==> src/sha_pkg.sv <==
// Shared constants, types and round functions of the SHA-256 engine.
// Depends on nothing; used by every module under src.
package sha_pkg;

    localparam int WordWidth = 32;
    localparam int Rounds    = 64;

    typedef logic [WordWidth-1:0] word_t;

    // Commands from the controller to the datapath.
    typedef struct packed {
        logic absorb;      // write the input byte into the current slot
        logic pad_byte;    // write a padding byte (0x80 or zero) into the slot
        logic pad_first;   // the padding byte is 0x80
        logic put_length;  // write the bit length into words 14 and 15
        logic load_vars;   // copy chain hash into the working variables
        logic round;       // run one compression round
        logic fold;        // add working variables into the chain hash
        logic restart;     // restore initial values and clear the count
        logic shift_out;   // rotate chain hash by one word for output
    } sha_cmd_t;

    // Status from the datapath to the controller.
    typedef struct packed {
        logic [5:0] byte_slot;
        logic [5:0] round_count;
    } sha_stat_t;

    function automatic word_t iv_word(input logic [2:0] i);
        word_t r;
        r = '0;
        case (i)
            3'd0: r = 32'h6a09e667;
            3'd1: r = 32'hbb67ae85;
            3'd2: r = 32'h3c6ef372;
            3'd3: r = 32'ha54ff53a;
            3'd4: r = 32'h510e527f;
            3'd5: r = 32'h9b05688c;
            3'd6: r = 32'h1f83d9ab;
            3'd7: r = 32'h5be0cd19;
            default: r = '0;
        endcase
        return r;
    endfunction

    localparam word_t RoundK [Rounds] = '{
        32'h428a2f98, 32'h71374491, 32'hb5c0fbcf, 32'he9b5dba5,
        32'h3956c25b, 32'h59f111f1, 32'h923f82a4, 32'hab1c5ed5,
        32'hd807aa98, 32'h12835b01, 32'h243185be, 32'h550c7dc3,
        32'h72be5d74, 32'h80deb1fe, 32'h9bdc06a7, 32'hc19bf174,
        32'he49b69c1, 32'hefbe4786, 32'h0fc19dc6, 32'h240ca1cc,
        32'h2de92c6f, 32'h4a7484aa, 32'h5cb0a9dc, 32'h76f988da,
        32'h983e5152, 32'ha831c66d, 32'hb00327c8, 32'hbf597fc7,
        32'hc6e00bf3, 32'hd5a79147, 32'h06ca6351, 32'h14292967,
        32'h27b70a85, 32'h2e1b2138, 32'h4d2c6dfc, 32'h53380d13,
        32'h650a7354, 32'h766a0abb, 32'h81c2c92e, 32'h92722c85,
        32'ha2bfe8a1, 32'ha81a664b, 32'hc24b8b70, 32'hc76c51a3,
        32'hd192e819, 32'hd6990624, 32'hf40e3585, 32'h106aa070,
        32'h19a4c116, 32'h1e376c08, 32'h2748774c, 32'h34b0bcb5,
        32'h391c0cb3, 32'h4ed8aa4a, 32'h5b9cca4f, 32'h682e6ff3,
        32'h748f82ee, 32'h78a5636f, 32'h84c87814, 32'h8cc70208,
        32'h90befffa, 32'ha4506ceb, 32'hbef9a3f7, 32'hc67178f2
    };

    function automatic word_t rotr(input word_t x, input int n);
        return (x >> n) | (x << (WordWidth - n));
    endfunction

endpackage

==> src/sha_datapath.sv <==
// Datapath of the SHA-256 engine: block window, working variables,
// chain hash and bit count. Depends on sha_pkg.
module sha_datapath (
    input  logic                  clk,
    input  logic                  rst_n,
    input  sha_pkg::sha_cmd_t     cmd,
    input  logic [7:0]            message_byte,
    output sha_pkg::sha_stat_t    stat,
    output sha_pkg::word_t        head_word
);

    sha_pkg::word_t win_reg  [16];
    sha_pkg::word_t vars_reg [8];
    sha_pkg::word_t hash_reg [8];
    logic [63:0]    count_reg;
    logic [5:0]     slot_reg;
    logic [5:0]     round_reg;

    logic [7:0]     put_val;
    logic [3:0]     put_w;
    logic [1:0]     put_b;
    sha_pkg::word_t w15, w2, sched_w, rnd_w, t1, t2, s0, s1, ch, mj;

    // Byte to be written this cycle.
    always_comb
    begin
        put_val = cmd.absorb ? message_byte : (cmd.pad_first ? 8'h80 : 8'h00);
        put_w   = slot_reg[5:2];
        put_b   = slot_reg[1:0];
    end

    // Message schedule word and round arithmetic.
    always_comb
    begin
        w15 = win_reg[1];
        w2  = win_reg[14];
        sched_w = win_reg[0]
                + (sha_pkg::rotr(w15, 7) ^ sha_pkg::rotr(w15, 18) ^ (w15 >> 3))
                + win_reg[9]
                + (sha_pkg::rotr(w2, 17) ^ sha_pkg::rotr(w2, 19) ^ (w2 >> 10));
        rnd_w = (round_reg < 6'd16) ? win_reg[0] : sched_w;
        s1 = sha_pkg::rotr(vars_reg[4], 6) ^ sha_pkg::rotr(vars_reg[4], 11)
           ^ sha_pkg::rotr(vars_reg[4], 25);
        ch = (vars_reg[4] & vars_reg[5]) ^ (~vars_reg[4] & vars_reg[6]);
        t1 = vars_reg[7] + s1 + ch + sha_pkg::RoundK[round_reg] + rnd_w;
        s0 = sha_pkg::rotr(vars_reg[0], 2) ^ sha_pkg::rotr(vars_reg[0], 13)
           ^ sha_pkg::rotr(vars_reg[0], 22);
        mj = (vars_reg[0] & vars_reg[1]) ^ (vars_reg[0] & vars_reg[2])
           ^ (vars_reg[1] & vars_reg[2]);
        t2 = s0 + mj;
    end

    // Window: byte writes while filling; shifts one word per round, taking back
    // the block word for the first 16 rounds and a new schedule word after. Cleared on fold or restart.
    always_ff @(posedge clk or negedge rst_n)
    begin
        if (!rst_n)
        begin
            for (int i = 0; i < 16; i++) win_reg[i] <= '0;
        end
        else if (cmd.absorb || cmd.pad_byte)
        begin
            win_reg[put_w][(3 - put_b) * 8 +: 8] <= put_val;
        end
        else if (cmd.put_length)
        begin
            win_reg[14] <= count_reg[63:32];
            win_reg[15] <= count_reg[31:0];
        end
        else if (cmd.round)
        begin
            for (int i = 0; i < 15; i++) win_reg[i] <= win_reg[i + 1];
            win_reg[15] <= rnd_w;
        end
        else if (cmd.fold || cmd.restart)
        begin
            for (int i = 0; i < 16; i++) win_reg[i] <= '0;
        end
    end

    // Working variables.
    always_ff @(posedge clk)
    begin
        if (cmd.load_vars)
        begin
            for (int i = 0; i < 8; i++) vars_reg[i] <= hash_reg[i];
        end
        else if (cmd.round)
        begin
            for (int i = 1; i < 8; i++)
                if (i != 4) vars_reg[i] <= vars_reg[i - 1];
            vars_reg[4] <= vars_reg[3] + t1;
            vars_reg[0] <= t1 + t2;
        end
    end

    // Chain hash, slot, round counter and bit count.
    always_ff @(posedge clk or negedge rst_n)
    begin
        if (!rst_n)
        begin
            for (int i = 0; i < 8; i++) hash_reg[i] <= sha_pkg::iv_word(3'(i));
            count_reg <= '0;
            slot_reg  <= '0;
            round_reg <= '0;
        end
        else
        begin
            if (cmd.absorb)
                count_reg <= count_reg + 64'd8;
            if (cmd.absorb || cmd.pad_byte)
                slot_reg <= slot_reg + 6'd1;
            if (cmd.round)
                round_reg <= round_reg + 6'd1;
            if (cmd.fold)
            begin
                for (int i = 0; i < 8; i++) hash_reg[i] <= hash_reg[i] + vars_reg[i];
            end
            else if (cmd.shift_out)
            begin
                for (int i = 0; i < 7; i++) hash_reg[i] <= hash_reg[i + 1];
                hash_reg[7] <= hash_reg[0];
            end
            if (cmd.restart)
            begin
                for (int i = 0; i < 8; i++) hash_reg[i] <= sha_pkg::iv_word(3'(i));
                count_reg <= '0;
                slot_reg  <= '0;
            end
        end
    end

    assign stat.byte_slot   = slot_reg;
    assign stat.round_count = round_reg;
    assign head_word        = hash_reg[0];

endmodule

==> config.mk <==
export PLATFORM = sky130hd
export DESIGN_NAME = sha_datapath
export DESIGN_NICKNAME = d
export VERILOG_FILES = /design/src/sha_pkg.sv /design/src/sha_datapath.sv
export SDC_FILE = /design/constraint.sdc
export NUM_CORES = 2
export LEC_CHECK = 0
export BUFFER_PORTS_ARGS = -buffer_cell sky130_fd_sc_hd__buf_2
export CAP_MARGIN = 20
export CORE_UTILIZATION = 30
export CTS_CLUSTER_SIZE = 12
export DETAILED_ROUTE_END_ITERATION = 10
export MAX_ROUTING_LAYER = met4
export PLACE_DENSITY = 0.52
export REMOVE_ABC_BUFFERS = 1
export SYNTH_ARGS = -nofsm -noshare
export SYNTH_HDL_FRONTEND = slang
export SYNTH_SLANG_ARGS = --single-unit
==> constraint.sdc <==
create_clock -name clk -period 12 [get_ports clk]
set_input_delay 2.4 -clock clk [delete_from_list [all_inputs] [get_ports clk]]
set_output_delay 2.4 -clock clk [all_outputs]
set_load 0.05 [all_outputs]
==> summary.txt <==
Timing
  – Hold Fails Final Rpt: 0
  – Tmin final: 10.94 ns
  – TNS Setup: 0 ns
  – Tcrit/Tclk final: 0.912
  – Clk_skew: 0.0641 ns
  – Slew Limit Fails: 0
  – Final setup viols: 0
  – Fmax achieved: 0.0914 GHz
  – Relative slew slack: 0.153
  – Slew of the pin with the lowest slew margin: 1.26 ns
  – Setup ws final: 1.06 ns
  – RSZ-0062 raised after global routing: no

GRT
  – GRT Overall Usage: 0.220
  – GR Util met2: 0.342
  – Largest net degree at the start of global routing: 198
  – First-pass GRT wire length: 428000 um
  – Initial antenna violation count: 4
  – Vias in the first global route: 64900
  – Met3 usage: 0.0260
  – Grt ovf: 0
  – Met1 Track Usage GR: 0.291
  – Gr busiest metal: met2

Detailed routing
  – Iter 0 DRT Violations: 6188
  – Routed vias/inst: 5.43
  – 1st-pass router iterations: 8
  – WL/cell: 23.6 um
  – DR DRC count: 0
  – Routed Antenna Nets: 0
  – Wirelength, routed: 288000 um
  – DR vias: 66300

Final layout
  – Max reg flops: 448
  – Final net count: 9322
  – Fillcell total: 26900
  – Commonest non-fill, non-tap cells in the layout: nand2_1 (1092), nor2_1 (1024), a21oi_1 (1001)
  – Share of layout cells above drive strength 1: 0.0772
  – Final Non-Filler Cells: 12200
  – Layout area overhead: 10.3%
  – Commonest non-fill, non-tap cell in the layout: nand2_1

Logic synthesis
  – Post-synth ARST share: 0.767
  – Cell area after synthesis: 0.0783 sq mm
  – Synth top area cells: dfrtp_1 (23%), edfxtp_1 (9.8%), a21oi_1 (6.4%)
  – Area leader, netlist: dfrtp_1
  – Number of flops mapped to enable cells by yosys: 256
  – Ys Warns: 0
  – Sequential-to-total area share from yosys stat: 0.369
  – Mapped Cells: 8970
  – Cell variety after synth: 106
  – Post-synth top flop: dfrtp_1
  – Top-area cell type share of the netlist area: 0.225
  – #FFs+latches synth: 1097
  – Mapped Avg Cell Area: 8.73 sq um

Place
  – Pre-CTS WS: 1.11 ns
  – DP HPWL: 207000 um
  – Routability congestion estimate: 0.950
  – Placed insts: 12000
  – Buffers added on ports: 62

Worst setup path
  – Critical Path RT: 12.52 ns
  – Slowest stage cell, crit path: o41ai_2
  – Crit Path Max Fanout: 5
  – Critical Path End Type: register
  – Buf+Inv Stages, Crit Path: 6
  – Crit path kind: reg2reg
  – Most frequent CP cell: fa_1
  – Startpoint types: register
  – CP delay by family, top: adder cells
  – Max stage delay on crit path: 0.80 ns
  – CP arrival: 11.46 ns

CTS
  – Clk buf depth: 3
  – H-tree depth: 4
  – Root buffer cell: clkbuf_16
  – CTS Buf Count: 136
  – PostCTS Resize Cnt: 0
  – Clock-pin slew on the worst setup and hold paths: 0.06 ns
  – CTS Sinks: 1097
  – Hold-fix buffers, CTS: 0
  – CTS tree: yes
  – Setup Buffers After CTS: 0
  – Worst skew pair latency: 0.83 ns

Die
  – Die height: 513 um
  – Initial Utilization: 0.302
  – Core region area: 0.260 sq mm
  – Total Die Area: 0.263 sq mm
  – # rows: 187
  – Ports: 63
  – Die Wd: 513 um

Job
  – Max_cap viols: 0

Outcome
  – Status: complete, no violations

Worst hold path
  – Worst Hold Class: reg2reg
worst register-to-register path, delay by kind of cell (launching register included):
family,cells,cell delay (ns)
adder cells (fa/ha/maj),10,4.05
flip-flops,1,0.46
buffers and inverters,6,0.48
AND/OR/NAND/NOR,6,0.68
AO/OA/AOI/OAI,17,3.97
XOR/XNOR,6,0.98
final timing paths:
path	from	depth (start not counted)	end	slack [ns]
max	w15[8]$_DFFE_PN0P_	45	vars_reg[0][31]$_DFFE_PP_	1.06
min	win_reg[24]$_DFFE_PN0P_	2	win_reg[24]$_DFFE_PN0P_	0.51
max reg2reg	w15[8]$_DFFE_PN0P_	45	vars_reg[0][31]$_DFFE_PP_	1.06
min reg2reg	win_reg[24]$_DFFE_PN0P_	2	win_reg[24]$_DFFE_PN0P_	0.51
max in group asynchronous	rst_n	3	head_word[24]$_DFFE_PN0P_	7.99
min in group asynchronous	rst_n	1	win_reg[195]$_DFFE_PN0P_	1.60
cell families after synthesis:
group | share of synthesized area
fa+ha+maj | 0.115
simple gates | 0.145
compound gates | 0.219
buf+inv | 0.0511
mux | 0.0305
flops | 0.369
xor+xnor | 0.0705
synthesized netlist by cell type, types with 62 or more instances:
cell / number
a211oi_1: 166
a21o_1: 198
a21oi_1: 1001
a22oi_1: 361
clkbuf_1: 517
dfrtp_1: 705
dfstp_2: 136
edfxtp_1: 256
fa_1: 195
ha_1: 398
inv_1: 430
mux2i_1: 181
nand2_1: 1092
nand2b_1: 62
nand3_1: 112
nor2_1: 1030
nor2b_1: 95
nor3_1: 71
o211ai_1: 84
o21ai_0: 397
xnor2_1: 354
xor2_1: 272
metrics by stage:
step / hold slack, ns / util / cell area [sq um]
6_report: 0.507 / 0.333 / 86400
5_1_grt: 0.531 / 0.333 / 86400
4_1_cts: 0.511 / 0.332 / 86300
3_5_place_dp: 0.498 / 0.315 / 81700
3_3_place_gp: 0.494 / 0.315 / 81700
2_1_floorplan: 0.457 / - / 76000
layer usage:
layer / share of wire / up-vias
met3: 0.055 / 498
met5: 0 / -
li1: - / 31000
met1: 0.45 / 32600
met4: 0.045 / 0
met2: 0.45 / 2298
layout make-up:
cell class	instances	area, sq um	share of cell area
antenna	3	7.51	0.0000869
clock buffer	192	3890	0.0451
clock inverter	53	697	0.00806
inverter	432	1630	0.0188
multi-input combinational	6841	45500	0.526
sequential	1097	28900	0.334
tap	3402	4260	0.0492
timing repair buffer	202	1550	0.0179
Power is left out: the tool's default activity adds up to more than one toggle a clock period on the data nets, which glitch-free logic cannot reach.
