[src/sha_pkg.sv]
// Shared constants, types and round functions of the SHA-256 engine.
// Depends on nothing; used by every module under src.
package sha_pkg;

    localparam int WordWidth = 32;
    localparam int Rounds    = 64;

    typedef logic [WordWidth-1:0] word_t;

    // Commands from the controller to the datapath.
    typedef struct packed {
        logic absorb;      // write the input byte into the current slot
        logic pad_byte;    // write a padding byte (0x80 or zero) into the slot
        logic pad_first;   // the padding byte is 0x80
        logic put_length;  // write the bit length into words 14 and 15
        logic load_vars;   // copy chain hash into the working variables
        logic round;       // run one compression round
        logic fold;        // add working variables into the chain hash
        logic restart;     // restore initial values and clear the count
        logic shift_out;   // rotate chain hash by one word for output
    } sha_cmd_t;

    // Status from the datapath to the controller.
    typedef struct packed {
        logic [5:0] byte_slot;
        logic [5:0] round_count;
    } sha_stat_t;

    function automatic word_t iv_word(input logic [2:0] i);
        word_t r;
        r = '0;
        case (i)
            3'd0: r = 32'h6a09e667;
            3'd1: r = 32'hbb67ae85;
            3'd2: r = 32'h3c6ef372;
            3'd3: r = 32'ha54ff53a;
            3'd4: r = 32'h510e527f;
            3'd5: r = 32'h9b05688c;
            3'd6: r = 32'h1f83d9ab;
            3'd7: r = 32'h5be0cd19;
            default: r = '0;
        endcase
        return r;
    endfunction

    localparam word_t RoundK [Rounds] = '{
        32'h428a2f98, 32'h71374491, 32'hb5c0fbcf, 32'he9b5dba5,
        32'h3956c25b, 32'h59f111f1, 32'h923f82a4, 32'hab1c5ed5,
        32'hd807aa98, 32'h12835b01, 32'h243185be, 32'h550c7dc3,
        32'h72be5d74, 32'h80deb1fe, 32'h9bdc06a7, 32'hc19bf174,
        32'he49b69c1, 32'hefbe4786, 32'h0fc19dc6, 32'h240ca1cc,
        32'h2de92c6f, 32'h4a7484aa, 32'h5cb0a9dc, 32'h76f988da,
        32'h983e5152, 32'ha831c66d, 32'hb00327c8, 32'hbf597fc7,
        32'hc6e00bf3, 32'hd5a79147, 32'h06ca6351, 32'h14292967,
        32'h27b70a85, 32'h2e1b2138, 32'h4d2c6dfc, 32'h53380d13,
        32'h650a7354, 32'h766a0abb, 32'h81c2c92e, 32'h92722c85,
        32'ha2bfe8a1, 32'ha81a664b, 32'hc24b8b70, 32'hc76c51a3,
        32'hd192e819, 32'hd6990624, 32'hf40e3585, 32'h106aa070,
        32'h19a4c116, 32'h1e376c08, 32'h2748774c, 32'h34b0bcb5,
        32'h391c0cb3, 32'h4ed8aa4a, 32'h5b9cca4f, 32'h682e6ff3,
        32'h748f82ee, 32'h78a5636f, 32'h84c87814, 32'h8cc70208,
        32'h90befffa, 32'ha4506ceb, 32'hbef9a3f7, 32'hc67178f2
    };

    function automatic word_t rotr(input word_t x, input int n);
        return (x >> n) | (x << (WordWidth - n));
    endfunction

endpackage

[src/sha_control.sv]
// Controller of the SHA-256 engine: sequences intake, padding, rounds
// and digest output. Depends on sha_pkg.
module sha_control (
    input  logic                clk,
    input  logic                rst_n,
    input  logic                in_valid,
    output logic                in_ready,
    input  logic                byte_present,
    input  logic                end_of_message,
    output logic                out_valid,
    input  logic                out_ready,
    output logic                out_last,
    input  sha_pkg::sha_stat_t  stat,
    output sha_pkg::sha_cmd_t   cmd
);

    localparam logic [2:0] StIdle  = 3'd0;
    localparam logic [2:0] StLoad  = 3'd1;
    localparam logic [2:0] StRound = 3'd2;
    localparam logic [2:0] StFold  = 3'd3;
    localparam logic [2:0] StPad   = 3'd4;
    localparam logic [2:0] StLen   = 3'd5;
    localparam logic [2:0] StOut   = 3'd6;

    logic [2:0] state_reg, state_next;
    logic       closing_reg, closing_next;  // message is being closed
    logic       final_reg, final_next;      // block in work is the last one
    logic       first_reg, first_next;      // next pad byte is 0x80
    logic [2:0] word_reg, word_next;
    logic       take;

    assign in_ready  = (state_reg == StIdle);
    assign take      = in_valid && in_ready;
    assign out_valid = (state_reg == StOut);
    assign out_last  = (word_reg == 3'd7);

    always_comb
    begin
        state_next   = state_reg;
        closing_next = closing_reg;
        final_next   = final_reg;
        first_next   = first_reg;
        word_next    = word_reg;
        cmd          = '0;
        case (state_reg)
            StIdle:
            begin
                if (take)
                begin
                    cmd.absorb   = byte_present;
                    closing_next = end_of_message;
                    first_next   = 1'b1;
                    final_next   = 1'b0;
                    if (byte_present && stat.byte_slot == 6'd63)
                        state_next = StLoad;
                    else if (end_of_message)
                        state_next = StPad;
                end
            end
            StPad:
            begin
                // Pad bytes up to the length field or to the end of the block.
                if (!first_reg && stat.byte_slot == 6'd56)
                begin
                    state_next = StLen;
                end
                else
                begin
                    cmd.pad_byte  = 1'b1;
                    cmd.pad_first = first_reg;
                    first_next    = 1'b0;
                    if (stat.byte_slot == 6'd63)
                        state_next = StLoad;
                end
            end
            StLen:
            begin
                cmd.put_length = 1'b1;
                final_next     = 1'b1;
                state_next     = StLoad;
            end
            StLoad:
            begin
                cmd.load_vars = 1'b1;
                state_next    = StRound;
            end
            StRound:
            begin
                cmd.round = 1'b1;
                if (stat.round_count == 6'd63)
                    state_next = StFold;
            end
            StFold:
            begin
                cmd.fold = 1'b1;
                if (final_reg)
                begin
                    word_next  = '0;
                    state_next = StOut;
                end
                else if (closing_reg)
                    state_next = StPad;
                else
                    state_next = StIdle;
            end
            StOut:
            begin
                if (out_ready)
                begin
                    cmd.shift_out = 1'b1;
                    word_next     = word_reg + 3'd1;
                    if (word_reg == 3'd7)
                    begin
                        cmd.restart  = 1'b1;
                        closing_next = 1'b0;
                        final_next   = 1'b0;
                        state_next   = StIdle;
                    end
                end
            end
            default:
            begin
                state_next = StIdle;
            end
        endcase
    end

    always_ff @(posedge clk or negedge rst_n)
    begin
        if (!rst_n)
        begin
            state_reg   <= StIdle;
            closing_reg <= 1'b0;
            final_reg   <= 1'b0;
            first_reg   <= 1'b0;
            word_reg    <= '0;
        end
        else
        begin
            state_reg   <= state_next;
            closing_reg <= closing_next;
            final_reg   <= final_next;
            first_reg   <= first_next;
            word_reg    <= word_next;
        end
    end

endmodule

[config.mk]
export PLATFORM = sky130hd
export DESIGN_NAME = sha_control
export DESIGN_NICKNAME = d
export VERILOG_FILES = /design/src/sha_pkg.sv /design/src/sha_control.sv
export SDC_FILE = /design/constraint.sdc
export NUM_CORES = 1
export LEC_CHECK = 0
export BUFFER_PORTS_ARGS = -buffer_cell sky130_fd_sc_hd__buf_4
export CAP_MARGIN = 15
export CORE_UTILIZATION = 49
export CTS_CLUSTER_SIZE = 10
export DETAILED_ROUTE_END_ITERATION = 8
export PLACE_DENSITY = 0.88
export SYNTH_ARGS = -nofsm -noshare
export SYNTH_HDL_FRONTEND = slang
export SYNTH_SLANG_ARGS = --single-unit
[constraint.sdc]
create_clock -name clk -period 2.7 [get_ports clk]
set_input_delay 0.135 -clock clk [delete_from_list [all_inputs] [get_ports clk]]
set_output_delay 0.135 -clock clk [all_outputs]
set_load 0.02 [all_outputs]
==> metrics.cfg, run 1 <==
[outcome]
status = finished clean

[route]
via_per_inst = 5.88
dr.pass1.iters = 4
finalWirelength_um = 1660
post_drt_wl_per_cell_um = 13.7
dr_total_vias = 711
drtIter0Drc = 30
antenna_left = 0
drc = 0

[logic_synthesis]
synth.yosys.seq_area_share_pct = 32.9
syn_area_um2 = 684
synthCells = 78
synth_top_area_share_pct = 32.9
synth-edff-count = 0
ys.flop_type = dfrtp_1
async_flop_share_pct = 100
ys_types = 38
synth-seq-cells = 9
syn_avg_cell_area_um2 = 8.77
synth_common_cells = dfrtp_1 (9), nor2_1 (7), nand2_1 (6), a21oi_1 (4), and3_1 (4)
ys_top_cells_by_area = dfrtp_1 (33%), nor2_1 (3.8%), o311ai_4 (3.8%)
ys_warn_count = 0
syn-num-nets = 98
synth_top_cell_by_area = dfrtp_1
yosys.cell_count.top_type = dfrtp_1

[floorplan]
num_io_pins = 30
die_y_um = 39.4
initial_utilization_pct = 52.6
die_x_um = 39.4
rows = 13
core_um2 = 1300
die_area_um2 = 1550

[critical_path]
slowest_stage = dfrtp_1
worstSetupPathType = reg2out
crit_chain = and2b_1 > and3_1 > and2_1 > buf_4
critical_path_required_ns = 2.57
worst_setup_path_end_kind = output port
cp-start-kind = flip-flop
cp.arrival_ns = 1.72
path_max_fanout = 15
cp_num_buf_inv = 1
crit_path_max_incr_delay_ns = 0.61
critPathTopFamily = simple AND/OR/NAND/NOR gates

[timing]
worst_slack_ns = 0.846
fmax_mhz = 539
finalHoldViolations = 0
finalCritPeriodShare_pct = 68.7
fin_skew_ns = 0.00485
slew-limit-headroom_pct = 62.7
worstMarginPinSlew_ns = 0.560
drv_slew = 0
final-setup-viol-count = 0
fin_setup_tns_ns = 0
rsz0062_at_grt = no
post-route-min-period_ns = 1.85

[power]
power.density_nw_per_um2 = 992
p_leak_nw = 0.452
ir_drop_mv = 0.468
p_total_uw = 921

[placed_design]
dpl.hpwl_um = 1290
place_ws_ns = 1.01
gp_congestion = 0.858
portBuffers = 29
placedCellCount = 116

[clocking]
tritoncts = done
worstSkewPairLatency_ns = 0.26
htree_levels = 1
clk_pin_slew_worst_paths_ns = 0.06
cts.sinks = 9
clk_path_buf_depth = 2
root_buffer = clkbuf_4
cts_resized = 0
cts_made_buffers = 3

[global_route]
antenna_found_initial = 0
grt_pass1_vias = 600
grt_overflow = 0
grt_max_degree = 21
track_usage_pct = 25.1
grt_pass1_wl_um = 2620

[cells_and_area]
nets = 127
layout.cells.non_filler = 121
fill_cells = 102
drive_above_1_share_pct = 37.7
n_antenna_cell = 0
syn_to_final_growth_pct = 35.6

[job]
drv_cap = 0

[hold_path]
min_path_type = in2reg

==> metal layers <==
layer | vias up | global-route usage, % | wire length (um)
met3 | 0 | 8.52 | 119
met1 | 329 | 31.6 | 665
met5 | - | 0 | 0
li1 | 345 | - | -
met4 | 0 | 0 | 0
met2 | 37 | 43.8 | 871
==> cell type report <==
class                           count  area [um2]  share of cell area [%]
Multi-Input combinational cell     62         427                    46.0
Timing Repair Buffer               30         228                    24.5
Inverter                            1        3.75                   0.404
Sequential cell                     9         225                    24.3
Tap cell                           15        18.8                    2.02
Clock buffer                        4        26.3                    2.83
==> final timing paths <==
path / cells past startpoint / from / endpoint / slack, ns
min in group asynchronous: 2 / rst_n / first_reg / 0.23
max in group asynchronous: 2 / rst_n / closing_reg / 2.33
worst max-delay path: 4 / state_reg[1] / cmd[1] / 0.85
worst min register to register: 1 / word_reg[0] / word_reg[0] / 0.49
worst min-delay path: 2 / in_valid / first_reg / 0.16
worst max register to register: 4 / state_reg[2] / state_reg[2] / 0.97
==> report_power, final <==
group | total, mW | internal [mW] | switching, mW | leakage [nW]
logic | 0.507 | 0.258 | 0.248 | 0.325
clock network | 0.106 | 0.0570 | 0.0491 | 0.0150
registers | 0.308 | 0.196 | 0.112 | 0.112
total | 0.921 | 0.512 | 0.409 | 0.452
==> cell usage in the layout (no fill, tap or decap), types with 2 or more instances in the layout <==
| cell | netlist | routed |
|---|---|---|
| a21oi_1 | 4 | 4 |
| a22o_1 | 2 | 2 |
| a31oi_1 | 3 | 3 |
| and2_1 | 2 | 2 |
| and3_1 | 4 | 4 |
| buf_4 | 1 | 29 |
| clkbuf_4 | 0 | 3 |
| dfrtp_1 | 9 | 9 |
| ha_1 | 2 | 2 |
| nand2_1 | 6 | 6 |
| nand2b_1 | 2 | 2 |
| nand3_1 | 3 | 3 |
| nand4_1 | 2 | 2 |
| nor2_1 | 7 | 7 |
| nor2b_1 | 2 | 2 |
| o21ai_0 | 2 | 2 |
| or3_1 | 2 | 2 |
==> what timing repair did <==
item / in CTS / in global routing
hold buffers: 1 / 0
setup buffers: 0 / 0
endpoints found under the hold margin: 9 / 0
==> cell families after synthesis <==
family	Yosys count	synth area share (%)
simple gates	39	32.4
fa+ha+maj	2	3.66
flops	9	32.9
buf+inv	7	4.75
compound gates	20	24.7
mux	1	1.65
==> per-stage QoR <==
stage          hold WS [ns]  utilization (%)  instance area (um2)
2_1_floorplan        -0.161                -                  684
3_3_place_gp        -0.0314             68.6                  892
3_5_place_dp        -0.0317             68.6                  892
4_1_cts               0.150             71.3                  928
5_1_grt               0.152             71.3                  928
6_report              0.155             71.3                  928
No activity file was read; power rests on OpenSTA's default activity.
==> run 2, diff against run 1 <==
--- a/config.mk
+++ b/config.mk
@@ -7,10 +7,10 @@
 export LEC_CHECK = 0
 export BUFFER_PORTS_ARGS = -buffer_cell sky130_fd_sc_hd__buf_4
 export CAP_MARGIN = 15
-export CORE_UTILIZATION = 49
+export CORE_UTILIZATION = 41
 export CTS_CLUSTER_SIZE = 10
 export DETAILED_ROUTE_END_ITERATION = 8
-export PLACE_DENSITY = 0.88
+export PLACE_DENSITY = 0.8
 export SYNTH_ARGS = -nofsm -noshare
 export SYNTH_HDL_FRONTEND = slang
 export SYNTH_SLANG_ARGS = --single-unit
==> constraint.sdc (replaced) <==
create_clock -name clk -period 1.54 [get_ports clk]
set_input_delay 0.077 -clock clk [delete_from_list [all_inputs] [get_ports clk]]
set_output_delay 0.077 -clock clk [all_outputs]
set_load 0.02 [all_outputs]
==> metrics.cfg, run 2 (synthesis results as in run 1) <==
[clocking]
worstSkewPairLatency_ns = 0.27  ; was 0.26 ns
clk_pin_slew_worst_paths_ns = 0.08  ; was 0.06 ns
clk_path_buf_depth = 2  ; unchanged
root_buffer = clkbuf_4  ; unchanged
tritoncts = done  ; unchanged
cts.sinks = 9  ; unchanged
htree_levels = 1  ; unchanged
cts_made_buffers = 3  ; unchanged

[cells_and_area]
final_common_cell = buf_4  ; unchanged
mostFrequentLayoutCells = buf_4 (39), buf_6 (8), dfrtp_1 (7), nand2_1 (6)  ; was buf_4 (29), dfrtp_1 (9), nor2_1 (7), nand2_1 (6)
nets = 146  ; was 127
drive_above_1_share_pct = 63.2  ; was 37.7%
fill_cells = 98  ; was 102
n_antenna_cell = 0  ; unchanged
syn_to_final_growth_pct = 74.8  ; was 35.6%
multiInputGateArea_um2 = 503  ; was 427 um2
final-seq-area_um2 = 228  ; was 225 um2

[global_route]
track_usage_pct = 27.1  ; was 25.1%
grt_pass1_vias = 837  ; was 600
grt_pass1_wl_um = 3770  ; was 2620 um
grt_overflow = 0  ; unchanged
grt_max_degree = 16  ; was 21
antenna_found_initial = 0  ; unchanged

[timing]
drv_slew = 0  ; unchanged
worstMarginPinSlew_ns = 0.296  ; was 0.560 ns
whs_ns = 0.105  ; was 0.155 ns
fin_setup_tns_ns = -0.160  ; was 0 ns
finalHoldViolations = 0  ; unchanged
fmax_mhz = 615
final-setup-viol-count = 5  ; was 0
fin_skew_ns = 0.0117  ; was 0.00485 ns
worst_slack_ns = -0.0868  ; was 0.846 ns
slew-limit-headroom_pct = 80.2  ; was 62.7%
rsz0062_at_grt = yes  ; was no
post-route-min-period_ns = 1.63
finalCritPeriodShare_pct = 106

[route]
drtIter0Drc = 47  ; was 30
dr.pass1.iters = 5  ; was 4
finalWirelength_um = 2760  ; was 1660 um
post_drt_wl_per_cell_um = 19.6  ; was 13.7 um
via_per_inst = 6.19  ; was 5.88
antenna_left = 0  ; unchanged
dr_total_vias = 873  ; was 711
drc = 0  ; unchanged

[hold_path]
min_path_type = in2reg  ; unchanged
worstHoldStart = in_valid  ; unchanged
hold_path_depth = 2  ; unchanged
hold_end = first_reg  ; unchanged

[critical_path]
rr_startpoint = state_reg[0]  ; was state_reg[2]
crit_chain = or3_4 > inv_4 > and3_4 > buf_6  ; was and2b_1 > and3_1 > and2_1 > buf_4
slowest_stage = dfrtp_2  ; was dfrtp_1
critical_path_required_ns = 1.46  ; was 2.57 ns
reg2reg_depth = 4  ; unchanged
cp-start-kind = flip-flop  ; unchanged
ff2ff_setup_slack_ns = -0.03  ; was 0.97 ns
cp.arrival_ns = 1.55  ; was 1.72 ns
path_max_fanout = 5  ; was 15
worst_setup_path_end_kind = output port  ; unchanged
crit_path_max_incr_delay_ns = 0.45  ; was 0.61 ns
r2r-end = state_reg[2]  ; unchanged
worstSetupPathType = reg2out  ; unchanged

[placed_design]
gp_congestion = 0.860  ; was 0.858
dpl.hpwl_um = 1370  ; was 1290 um
portBuffers = 29  ; unchanged

[floorplan]
die_x_um = 42.9  ; was 39.4 um
initial_utilization_pct = 44.9  ; was 52.6%
rows = 14  ; was 13
core_um2 = 1520  ; was 1300 um2
die_y_um = 42.9  ; was 39.4 um
num_io_pins = 30  ; unchanged
die_area_um2 = 1840  ; was 1550 um2

[outcome]
violations = negative setup slack
status = finished, violations left  ; was finished clean

[power]
p_leak_nw = 0.558  ; was 0.452 nW
ir_drop_mv = 0.960  ; was 0.468 mV
power.density_nw_per_um2 = 1950  ; was 992 nW/um2

[job]
drv_cap = 0  ; unchanged

## run 2: per-layer routing
metal	GRT usage, %	vias to the layer above	routed length (um)
li1	-	381	-
met1	32.5	425	1070
met2	50.9	53	1420
met3	2.55	14	140
met4	6.25	0	127
met5	0	-	0
## run 2: layout make-up
type	instances	share of cell area [%]
clock buffers	4	2.20
inverters	1	0.523
multi-input cells	62	42.1
flip-flops and latches	9	19.0
well taps	16	1.67
repair buffers	49	34.5
## run 2: how the worst max path moves through the flow
stage / end / depth (start not counted) / startpoint
after floorplan: state_reg[2] / 6 / word_reg[0]
after global placement: state_reg[2] / 4 / first_reg
after detailed placement: state_reg[2] / 4 / first_reg
after CTS: cmd[8] / 4 / state_reg[1]
after global routing: cmd[8] / 4 / state_reg[0]
final: cmd[8] / 4 / state_reg[0]
## run 2: timing repair
item | in CTS | in global routing
hold buffers | 1 | 0
setup buffers | 6 | 6
endpoints found under the hold margin | 9 | 0
pin swaps | 4 | 9
endpoints found under the setup margin | 5 | 10
gates resized for setup | 18 | 15
## run 2: critical path, delay by kind of cell (launching register included)
kind	cells	cell delay, ns
buf+inv	2	0.21
flops	1	0.45
simple gates	2	0.62
## run 2: report_power, final
part / leakage, nW / internal (mW) / switching [mW]
Combinational: 0.434 / 0.872 / 0.795
Sequential: 0.110 / 0.351 / 0.109
Clock: 0.0150 / 0.100 / 0.103
Total: 0.558 / 1.32 / 1.01
## run 2: per-stage QoR
stage	cell area, um2	std cells	setup WS [ns]	util, %	total power [mW]
2_1_floorplan	687	78	0.0298	-	1.16
3_3_place_gp	961	124	0.0289	63.1	1.57
3_5_place_dp	961	124	0.00719	63.1	1.60
4_1_cts	1090	135	-0.00939	71.8	2.00
5_1_grt	1200	141	-0.0843	78.5	2.42
6_report	1200	141	-0.0868	78.5	2.33
